--- config.mk ---
export PLATFORM = sky130hd
export DESIGN_NAME = fedl_ctrl
export DESIGN_NICKNAME = d
export VERILOG_FILES = /design/src/rtl/fedl_pkg.sv /design/src/rtl/fedl_ctrl.sv
export SDC_FILE = /design/constraint.sdc
export NUM_CORES = 1
export LEC_CHECK = 0
export BUFFER_PORTS_ARGS = -buffer_cell sky130_fd_sc_hd__buf_4
export CORE_AREA = 3 3 40 42
export CTS_CLUSTER_SIZE = 20
export DETAILED_ROUTE_END_ITERATION = 12
export DIE_AREA = 0 0 43 45
export HOLD_SLACK_MARGIN = 0.12
export SYNTH_ARGS = -nofsm -noshare
export SYNTH_HDL_FRONTEND = slang
export SYNTH_SLANG_ARGS = --single-unit
export TNS_END_PERCENT = 1
--- constraint.sdc ---
create_clock -name clk -period 1.25 [get_ports clk]
set_clock_uncertainty 0.15 [all_clocks]
set_input_delay 0 -clock clk [delete_from_list [all_inputs] [get_ports clk]]
set_output_delay 0 -clock clk [all_outputs]
set_load 0.1 [all_outputs]
--- src/rtl/fedl_pkg.sv ---
// ----------------------------------------------------------------------------
// fedl_pkg
// Shared types and codes of the feedback echo delay line: register indexes,
// datapath operation codes, effect kinds and the controller/datapath bundles.
// ----------------------------------------------------------------------------
package fedl_pkg;

  // Configuration register indexes.
  localparam logic [2:0] REG_ENABLE   = 3'd0;
  localparam logic [2:0] REG_MODE     = 3'd1;
  localparam logic [2:0] REG_TAPS     = 3'd2;
  localparam logic [2:0] REG_FB_GAIN  = 3'd3;
  localparam logic [2:0] REG_WET_GAIN = 3'd4;
  localparam logic [2:0] REG_LEVEL    = 3'd5;

  // Effect mode register codes.
  localparam logic [1:0] MODE_CLEAN = 2'd0;
  localparam logic [1:0] MODE_ECHO  = 2'd1;
  localparam logic [1:0] MODE_DELAY = 2'd2;

  // What the datapath will do with the current sample.
  localparam logic [1:0] KIND_PASS  = 2'd0;
  localparam logic [1:0] KIND_ECHO  = 2'd1;
  localparam logic [1:0] KIND_DELAY = 2'd2;

  // Datapath operation codes.
  localparam logic [4:0] OP_NOP   = 5'd0;
  localparam logic [4:0] OP_LOAD  = 5'd1;
  localparam logic [4:0] OP_QUOT  = 5'd2;
  localparam logic [4:0] OP_DIST  = 5'd3;
  localparam logic [4:0] OP_READ  = 5'd4;
  localparam logic [4:0] OP_CAPT  = 5'd5;
  localparam logic [4:0] OP_CLEAN = 5'd6;
  localparam logic [4:0] OP_DELAY = 5'd7;
  localparam logic [4:0] OP_E0    = 5'd8;
  localparam logic [4:0] OP_E1    = 5'd9;
  localparam logic [4:0] OP_E2    = 5'd10;
  localparam logic [4:0] OP_E3    = 5'd11;
  localparam logic [4:0] OP_E4    = 5'd12;
  localparam logic [4:0] OP_E5    = 5'd13;
  localparam logic [4:0] OP_SCALE = 5'd14;
  localparam logic [4:0] OP_OUT   = 5'd15;

  typedef struct packed {
    logic [4:0] op;
  } cmd_t;

  typedef struct packed {
    logic [1:0] kind;
    logic       out_free;
  } status_t;

endpackage

--- src/rtl/fedl_ctrl.sv ---
// ----------------------------------------------------------------------------
// fedl_ctrl
// Sequencer of the delay line: steps one sample through address calculation,
// store read, mode-specific mixing, output scaling and the output hand-off.
// ----------------------------------------------------------------------------
module fedl_ctrl
  import fedl_pkg::*;
(
  input  logic    clk,
  input  logic    rst_n,
  input  logic    in_tvalid,
  output logic    in_tready,
  input  status_t status,
  output cmd_t    cmd
);

  localparam logic [3:0] S_IDLE  = 4'd0;
  localparam logic [3:0] S_QUOT  = 4'd1;
  localparam logic [3:0] S_DIST  = 4'd2;
  localparam logic [3:0] S_READ  = 4'd3;
  localparam logic [3:0] S_CAPT  = 4'd4;
  localparam logic [3:0] S_CLEAN = 4'd5;
  localparam logic [3:0] S_DELAY = 4'd6;
  localparam logic [3:0] S_E0    = 4'd7;
  localparam logic [3:0] S_E1    = 4'd8;
  localparam logic [3:0] S_E2    = 4'd9;
  localparam logic [3:0] S_E3    = 4'd10;
  localparam logic [3:0] S_E4    = 4'd11;
  localparam logic [3:0] S_E5    = 4'd12;
  localparam logic [3:0] S_SCALE = 4'd13;
  localparam logic [3:0] S_FIN   = 4'd14;

  logic [3:0] state_r;
  logic [3:0] state_nxt;

  assign in_tready = (state_r == S_IDLE);

  always_comb begin
    state_nxt = state_r;
    cmd.op    = OP_NOP;
    unique case (state_r)
      S_IDLE: begin
        if (in_tvalid) begin
          cmd.op    = OP_LOAD;
          state_nxt = S_QUOT;
        end
      end
      S_QUOT: begin
        cmd.op    = OP_QUOT;
        state_nxt = S_DIST;
      end
      S_DIST: begin
        cmd.op    = OP_DIST;
        state_nxt = S_READ;
      end
      S_READ: begin
        cmd.op    = OP_READ;
        state_nxt = S_CAPT;
      end
      S_CAPT: begin
        cmd.op = OP_CAPT;
        unique case (status.kind)
          KIND_ECHO:  state_nxt = S_E0;
          KIND_DELAY: state_nxt = S_DELAY;
          default:    state_nxt = S_CLEAN;
        endcase
      end
      S_CLEAN: begin
        cmd.op    = OP_CLEAN;
        state_nxt = S_SCALE;
      end
      S_DELAY: begin
        cmd.op    = OP_DELAY;
        state_nxt = S_SCALE;
      end
      S_E0: begin
        cmd.op    = OP_E0;
        state_nxt = S_E1;
      end
      S_E1: begin
        cmd.op    = OP_E1;
        state_nxt = S_E2;
      end
      S_E2: begin
        cmd.op    = OP_E2;
        state_nxt = S_E3;
      end
      S_E3: begin
        cmd.op    = OP_E3;
        state_nxt = S_E4;
      end
      S_E4: begin
        cmd.op    = OP_E4;
        state_nxt = S_E5;
      end
      S_E5: begin
        cmd.op    = OP_E5;
        state_nxt = S_SCALE;
      end
      S_SCALE: begin
        cmd.op    = OP_SCALE;
        state_nxt = S_FIN;
      end
      S_FIN: begin
        // Hold the finished sample until the output register is free.
        if (status.out_free) begin
          cmd.op    = OP_OUT;
          state_nxt = S_IDLE;
        end
      end
      default: begin
        state_nxt = S_IDLE;
      end
    endcase
  end

  always_ff @(posedge clk) begin
    if (!rst_n) begin
      state_r <= S_IDLE;
    end else begin
      state_r <= state_nxt;
    end
  end

endmodule

==> Word-level counts from Yosys, hierarchy flattened <==
Index checks and enable logic that the tools add are counted.
{ "totals": {"word_cells": 29, "input_bits": 6, "out_inout_bits": 6, "register_bits": 4} }
{ "op_classes": {"n_mux": 7, "reduce_logical": 3, "n_eq_ne": 18} }
{ "op_table": {"columns": ["op", "count"], "rows": [
  ["$pmux 4 s15", 1],
  ["$pmux 4 s13", 1],
  ["$eq 4x4->1 const B", 7],
  ["$eq 4x3->1 const B", 4],
  ["$mux 4", 3],
  ["$eq 4x2->1 const B", 2],
  ["$eq 4x1->1 const B", 1],
  ["$logic_not 4->1", 1],
  ["$ne 2x2->1 const B", 2],
  ["$pmux 2 s2", 1],
  ["$reduce_or 3->1", 1],
  ["$eq 2x1->1 const B", 1],
  ["$eq 2x2->1 const B", 1],
  ["$reduce_and 2->1", 1],
  ["$mux 1", 1]
]} }

==> Depth between registers and ports, before layout <==
Gate-level depths: netlist of the first run.
{ "logic_depth": {"ltp_word": 3, "ltp_mapped": 4, "depth_no_buf": 4} }

==> Least setup slack after synthesis of the first run <==
Ideal clock, no wire load.
{ "synth_path": {"path_type": "reg2out", "from": "reg state_r[2]", "to": "out cmd[0] (netlist name)", "path_stages_with_launch": 3, "required_time_ns": 1.100, "setup_slack_ns": -1.858, "t_arrival_ns": 2.958, "n_path_buf": 1, "path_cell_list": "dfxtp_1 buf_4 a311oi_1"} }
{ "synth_lines": {"columns": ["element", "line", "rtl"], "rows": [
  ["from (decl)", "fedl_ctrl.sv:33", "logic [3:0] state_r;"],
  ["from (signal assigned)", "fedl_ctrl.sv:121", "state_r <= state_nxt;"],
  ["to (decl)", "fedl_ctrl.sv:14", "output cmd_t cmd"]
]} }

==> summary.txt, run 1 <==
reg-to-reg endpoint: state_r[0]$_SDFFE_PN0P_
path type of the worst min-delay path: reg2reg
worst reg2reg setup slack: -0.02 ns
Reg2Reg Depth: 5
worst path required time: 1.10 ns
io pins: 12
core area: 0.00128 mm²
syn_nets: 53
CP startpoint kind: flip-flop
first-pass GRT wire length: 1.73 mm
Worst VDD drop: 0.888 mV
WP data arrival: 1.29 ns
Largest regs: state_r (4)
most common cell after layout, fill and taps aside: buf_4
layout cells sized above 1: 60.8%
via-per-instance ratio: 5.19
CTS buffer count: 3
CTS tree: done
crit path from: state_r[2]$_SDFFE_PN0P_
critical path type: reg2out
maximum clock rate: 695 MHz
reg2reg start: state_r[3]$_SDFFE_PN0P_
total routed wirelength: 1.18 mm
vias in the first global route: 385
violated checks: setup timing
maximum clock path buffer count: 2
max reg flops: 4
post-route setup slack: -0.188 ns
die height: 45 µm
Max-Cap Viols: 0
fin area: 785 µm²
Synth Instances: 46
Die W: 43 µm
commonest cells after routing, fill and taps aside: 18 x buf_4, 6 x buf_12, 5 x dlygate4sd3_1, 4 x a21oi_1
H-tree levels: 1
CP bufs+invs: 3
placed cell area: 614 µm²
grt total ovfl: 0
status: finished with violations
Yosys cell types: 27
worst-path fanout max: 4
Hold Path Origin: state_r[2]$_SDFFE_PN0P_
Top Family by Delay on Critical Path: buffers and inverters
Ys Warns: 0
Worst path max stage delay: 0.37 ns
1st-iter DRT viols: 6
ys flop type: dfxtp_1
Post-synth EDFFs: 0
Sinks on Clock Net: 4
post-place setup slack: -0.00551 ns
Worst-path clk slew: 0.04 ns
largest net degree at the start of global routing: 12
Final Core Density: 61.1%
fin crit share: 115%
Setup Viol. Count Final: 6
GRT Total Usage: 12.1%
row count: 13
Syn Std Cell Area: 357 µm²
unrepaired setup endpoints after global routing: true
Seq cells post-synth: 4
antenna cells: 0
area of the die: 0.00194 mm²
Hold Crit Depth: 2
Clock Latency Late Sink: 0.24 ns
CP Capture Type: output pin
Filler Cell Count: 111
nets: 83
synthesized area per cell: 7.75 µm²
Async SR Flop Fraction: 0%
Hold Path End: state_r[2]$_SDFFE_PN0P_
worst hold slack: 0.383 ns
PortBufs: 10
initial antenna violation count: 0
Antenna Nets Post-Route: 0
Root Buffer: clkbuf_4
pwr dens: 1770 mW/mm²
Seq/Total Area, Yosys: 22.5%
Slew Limit Fails: 0
routability cong.: 0.821
Most flops, register: state_r
Post-route DRC: 0
Tmin final: 1.44 ns
vias post-DR: 462
CP cell instances: inv_2, o31ai_2, buf_4, o21ai_4, buf_12
Routed WL per cell: 13.2 µm
Detailed Place HPWL: 768 µm
drt pass-1 iters: 4
Fin. Hold Viols: 0
initial core utilization: 27.8%
Critical Path Slowest Stage Cell: dfxtp_4
area delta synth->final: 120%
Leak: 0.330 nW
-- layer usage --
| layer | vias to the layer above | track usage [%] | wire [µm] |
|---|---|---|---|
| met1 | 220 | 15.9 | 475 |
| met2 | 15 | 18.3 | 618 |
| met5 | - | 0 | 0 |
| met3 | 3 | 3.59 | 67 |
| li1 | 224 | - | - |
| met4 | 0 | 5.42 | 16 |
-- synth_stat cells, types with 2 or more instances --
cell type | number | area, µm²
inv_1 | 3 | 11.3
nand3_1 | 2 | 10.0
dfxtp_1 | 4 | 80.1
buf_4 | 5 | 37.5
nor2b_1 | 2 | 12.5
a21oi_1 | 5 | 25.0
nand2b_1 | 2 | 12.5
o21ai_1 | 3 | 15.0
o2111ai_1 | 2 | 17.5
-- area by class of cell --
cell class,count,area [µm²],share of cell area [%]
clock buffer,3,22.5,2.87
multi-input combinational,33,315,40.2
timing repair buffer,30,320,40.8
tap,15,18.8,2.39
sequential,4,92.6,11.8
inverter,4,15.0,1.91
-- worst max path at each step --
stage                     endpoint  slack [ns]  depth (start not counted)
after floorplan             cmd[0]       -0.32                          3
after global placement      cmd[2]      0.0009                          4
after detailed placement    cmd[2]      -0.006                          4
after CTS                   cmd[0]       -0.19                          4
after global routing        cmd[3]       -0.25                          5
final                       cmd[3]       -0.19                          5
-- worst register-to-register path, cell delays in order (launching register included) --
cell	delay [ns]
dfxtp_4	0.35
buf_4	0.15
buf_4	0.15
nor3_4	0.12
o211ai_1	0.12
o211a_1	0.12
-- cell families after synthesis --
family | after synthesis | share of synthesized area [%]
compound gates | 17 | 31.6
fa+ha+maj | 1 | 3.51
buf+inv | 9 | 14.7
flops | 4 | 22.5
mux | 1 | 3.16
other cells | 1 | 1.05
simple gates | 13 | 23.5
-- power by group --
part / switching, W / total [W] / internal, W
Sequential: 0.0000391 / 0.000197 / 0.000157
Combinational: 0.000593 / 0.00102 / 0.000426
Clock: 0.0000624 / 0.000170 / 0.000108
Total: 0.000695 / 0.00139 / 0.000692
-- stage by stage --
step | total power [W] | std cells | TNS [ns]
after CTS | 0.00134 | 87 | -0.879
after global routing | 0.00145 | 89 | -1.20
after detailed placement | 0.00104 | 79 | -0.00787
final | 0.00139 | 89 | -0.901
after floorplan | 0.000833 | 46 | -0.737
after global placement | 0.00104 | 79 | 0
-- what timing repair did --
item | 4_1_cts | 5_1_grt
endpoints found under the hold margin | 4 | 0
buffers inserted | 0 | 2
setup endpoints to repair | 6 | 7
pin swaps | 1 | 3
gates resized for setup | 16 | 6
hold buffers | 5 | 0
Power figures use the tool's default switching activity.
==> run 2: changes to the inputs <==
clock period = 1.2 ns   (was 1.25 ns; I/O delays follow)
==> run 2 against run 1 <==
- the flow still finishes with violations (setup timing)
- die area stayed put
- worst hold slack worse by 0.0036 ns
- first-iteration DRC count fell by 17%
- clock power is 5% higher
- sequential power is 5% higher
- largest power group unchanged
- setup slack worse by 0.045 ns
- utilization increased by 0.58 points
- critical path type unchanged
- register-to-register slack got worse by 0.04 ns
==> summary.txt, run 2 (synthesis gave the netlist of run 1 again) <==
CP Capture Type: output pin
Clock Latency Late Sink: 0.24 ns
via-per-instance ratio: 5.19
PortBufs: 10
antenna cells: 0
fin area: 792 µm²
io pins: 12
post-route setup slack: -0.234 ns
Storage cell area: 92.6 µm²
path type of the worst min-delay path: reg2reg
Antenna Nets Post-Route: 0
Most flops, register: state_r
Slew Limit Fails: 0
most common cell after layout, fill and taps aside: buf_4
Largest regs: state_r (4)
vias post-DR: 462
Leak: 0.331 nW
GRT Total Usage: 12.3%
drt pass-1 iters: 3
Max-Cap Viols: 0
fin crit share: 119%
Filler Cell Count: 110
post-place setup slack: -0.0555 ns
Routed WL per cell: 13.1 µm
grt total ovfl: 0
row count: 13
violated checks: setup timing
area of the die: 0.00194 mm²
worst-path fanout max: 4
Die W: 43 µm
pwr dens: 1830 mW/mm²
status: finished with violations
Multi-input gate area: 319 µm²
unrepaired setup endpoints after global routing: true
layout cells sized above 1: 62.2%
Sinks on Clock Net: 4
initial core utilization: 27.8%
maximum clock rate: 698 MHz
Fin. Hold Viols: 0
nets: 83
critical path type: reg2out
core area: 0.00128 mm²
1st-iter DRT viols: 5
die height: 45 µm
CTS buffer count: 3
Worst VDD drop: 0.914 mV
WP data arrival: 1.28 ns
worst path required time: 1.05 ns
Final Power: 0.00145 W
CP startpoint kind: flip-flop
maximum clock path buffer count: 2
max reg flops: 4
total routed wirelength: 1.17 mm
initial antenna violation count: 0
Tmin final: 1.43 ns
Final Core Density: 61.6%
Detailed Place HPWL: 768 µm
Post-route DRC: 0
routability cong.: 0.821
first-pass GRT wire length: 1.75 mm
Worst-path clk slew: 0.04 ns
area delta synth->final: 122%
largest net degree at the start of global routing: 12
Root Buffer: clkbuf_4
CTS tree: done
H-tree levels: 1
vias in the first global route: 385
Setup Viol. Count Final: 6
commonest cells after routing, fill and taps aside: 17 x buf_4, 6 x buf_12, 5 x dlygate4sd3_1
placed cell area: 614 µm²
Finished Layout Cells: 89
dpl cells: 79
run 2: cell count changes in the layout (fill, tap and decap cells not counted):
cell     previous run  this run
a21oi_1             4         3
a21oi_2             1         2
buf_4              18        17
buf_6               0         1
run 2: per-stage QoR:
stage | hold WS [ns] | setup TNS, ns
2_1_floorplan | -0.00934 | -0.974
3_3_place_gp | 0.128 | -0.252
3_5_place_dp | 0.133 | -0.273
4_1_cts | 0.386 | -1.12
5_1_grt | 0.401 | -1.49
6_report | 0.379 | -1.20
run 2: where the power goes:
part / internal [W] / total (W) / switching [W]
Sequential: 0.000164 / 0.000206 / 0.0000416
Clock: 0.000113 / 0.000178 / 0.0000652
Combinational: 0.000447 / 0.00107 / 0.000622
Total: 0.000724 / 0.00145 / 0.000729
run 2: worst max-delay path, cell delays in order, from the launching register on:
cell,delay [ns]
dfxtp_4,0.35
nor2b_4,0.13
o21a_1,0.19
o21ai_4,0.17
buf_12,0.19
run 2: path summary, 6_finish.rpt:
kind / slack [ns] / to / cells after the start / start
worst min register to register: 0.38 / state_r[2]$_SDFFE_PN0P_ / 2 / state_r[2]$_SDFFE_PN0P_
worst max register to register: -0.06 / state_r[0]$_SDFFE_PN0P_ / 5 / state_r[3]$_SDFFE_PN0P_
worst max-delay path: -0.23 / cmd[2] / 4 / state_r[3]$_SDFFE_PN0P_
worst min-delay path: 0.38 / state_r[2]$_SDFFE_PN0P_ / 2 / state_r[2]$_SDFFE_PN0P_
run 2: final cells by class:
type,count,area share (%)
repair buffers,30,40.9
multi-input cells,33,40.3
flip-flops and latches,4,11.7
clock buffers,3,2.84
well taps,15,2.37
inverters,4,1.90
run 2: timing repair:
item,in CTS,in global routing
hold buffers,5,0
endpoints found under the setup margin,7,7
pin swaps,3,4
setup buffers,0,2
endpoints found under the hold margin,4,0
gates resized for setup,17,7
run 2: routing by layer:
layer	track usage (%)	share of wire, %	vias to the layer above
met3	3.59	3.9	3
met1	16.4	44	224
met5	0	0	-
met4	5.42	1.4	0
li1	-	-	225
met2	18.3	51	10
==> run 3: changes to the inputs <==
PLACE_DENSITY = 0.58   (was unset)
==> run 3 against run 2 <==
- the run still ends with setup timing left
- maximum frequency increased by 1.1%
- critical endpoint is now cmd[0]
- largest cell class is now multi-input gates
- largest power group unchanged
- critical path type unchanged
- wire length up 10%
- sequential power grew 13%
- setup slack improved by 0.015 ns
- sequential share of layout area increased by 0.093 points
- utilization is 1.2 points higher
- global-route usage grew 3.1 points
- flip-flop and latch count did not move
- non-clock buffer count is 1 lower
- combinational power is essentially flat
- cell count down 1.1%
==> summary.txt, run 3 (synthesis gave the netlist of run 1 again) <==
worst path required time: 1.05 ns
Clock Latency Late Sink: 0.24 ns
setup tns final: -1.08 ns
Routed WL per cell: 14.6 µm
Tmin final: 1.42 ns
max reg flops: 4
Largest regs: state_r (4)
initial core utilization: 27.8%
io pins: 12
Fin. Hold Viols: 0
WP data arrival: 1.27 ns
CP Capture Type: output pin
Clock Power Share: 11.7%
fin crit share: 118%
critical path type: reg2out
Final Core Density: 62.8%
Most flops, register: state_r
Worst VDD drop: 0.996 mV
Root Buffer: clkbuf_4
total routed wirelength: 1.29 mm
core area: 0.00128 mm²
largest net degree at the start of global routing: 11
Setup Viol. Count Final: 8
H-tree levels: 1
initial antenna violation count: 0
Worst-path clk slew: 0.04 ns
via-per-instance ratio: 5.34
antenna cells: 0
routability cong.: 0.802
commonest cells after routing, fill and taps aside: 14 x buf_4, 6 x buf_12, 5 x a21oi_1, 5 x dlygate4sd3_1
1st-iter DRT viols: 11
Sinks on Clock Net: 4
Reg power frac: 15.6%
CTS tree: done
maximum clock path buffer count: 2
post-place setup slack: -0.121 ns
area delta synth->final: 126%
vias in the first global route: 488
Die W: 43 µm
vias post-DR: 470
Sw Share: 50.0%
first-pass GRT wire length: 2.13 mm
Switching Power: 0.000743 W
most common cell after layout, fill and taps aside: buf_4
die height: 45 µm
area of the die: 0.00194 mm²
Detailed Place HPWL: 799 µm
Slew Limit Fails: 0
grt total ovfl: 0
Antenna Nets Post-Route: 0
Post-route DRC: 0
pwr dens: 1840 mW/mm²
row count: 13
CTS buffer count: 3
worst-path fanout max: 6
post-route setup slack: -0.218 ns
path type of the worst min-delay path: in2out
nets: 82
violated checks: setup timing
unrepaired setup endpoints after global routing: true
maximum clock rate: 705 MHz
layout cells sized above 1: 61.6%
CP startpoint kind: flip-flop
status: finished with violations
drt pass-1 iters: 5
PortBufs: 10
Max-Cap Viols: 0
combinational share of power: 72.6%
Cell Int Power: 0.000744 W
Leak: 0.335 nW
GRT Total Usage: 15.3%
run 3: worst max-delay path, cell delays in order (launching register included):
cell      delay, ns
dfxtp_4        0.37
buf_6          0.13
a311oi_4       0.31
buf_12         0.21
run 3: what timing repair did:
action	4_1_cts	5_1_grt
endpoints found under the hold margin	4	0
endpoints found under the setup margin	7	9
hold buffers	5	0
resized for setup	30	2
pin swaps	4	1
cloned	0	0
buffers inserted	2	0
run 3: metal layers:
metal | GRT usage [%] | vias up | share of wire (%) | wire (µm)
met5 | 0 | - | 0 | 0
met4 | 6.02 | 0 | 1.9 | 24
met3 | 6.77 | 2 | 7.6 | 98
met2 | 26.0 | 23 | 50 | 645
met1 | 16.9 | 221 | 40 | 521
li1 | - | 224 | - | -
run 3: final timing paths:
check / startpoint / cells past startpoint / to / slack (ns)
worst max-delay path: state_r[1]$_SDFFE_PN0P_ / 3 / cmd[0] / -0.22
worst min-delay path: status[0] / 4 / cmd[0] / 0.39
worst max register to register: state_r[3]$_SDFFE_PN0P_ / 5 / state_r[0]$_SDFFE_PN0P_ / -0.02
worst min register to register: state_r[2]$_SDFFE_PN0P_ / 3 / state_r[2]$_SDFFE_PN0P_ / 0.53
run 3: area by class of cell:
type	instances	area (µm²)
clock buffer	3	22.5
inverter	4	17.5
fill	105	478
multi-input combinational	33	333
sequential	4	95.1
timing repair buffer	29	320
tap	15	18.8
run 3: power by group through the flow:
stage	clock network [W]	logic [W]	registers (W)
floorplan	0	0.000681	0.000186
global placement	0	0.000838	0.000225
detailed placement	0	0.000837	0.000223
CTS	0.000177	0.00107	0.000229
global route	0.000196	0.00112	0.000238
finish	0.000174	0.00108	0.000233
run 3: stage by stage:
stage / power (W) / std cells / area (µm²) / hold slack, ns
2_1_floorplan: 0.000867 / 46 / 450 / -0.00934
3_3_place_gp: 0.00106 / 79 / 602 / 0.132
3_5_place_dp: 0.00106 / 79 / 602 / 0.128
4_1_cts: 0.00147 / 88 / 797 / 0.388
5_1_grt: 0.00156 / 88 / 807 / 0.401
6_report: 0.00149 / 88 / 807 / 0.389
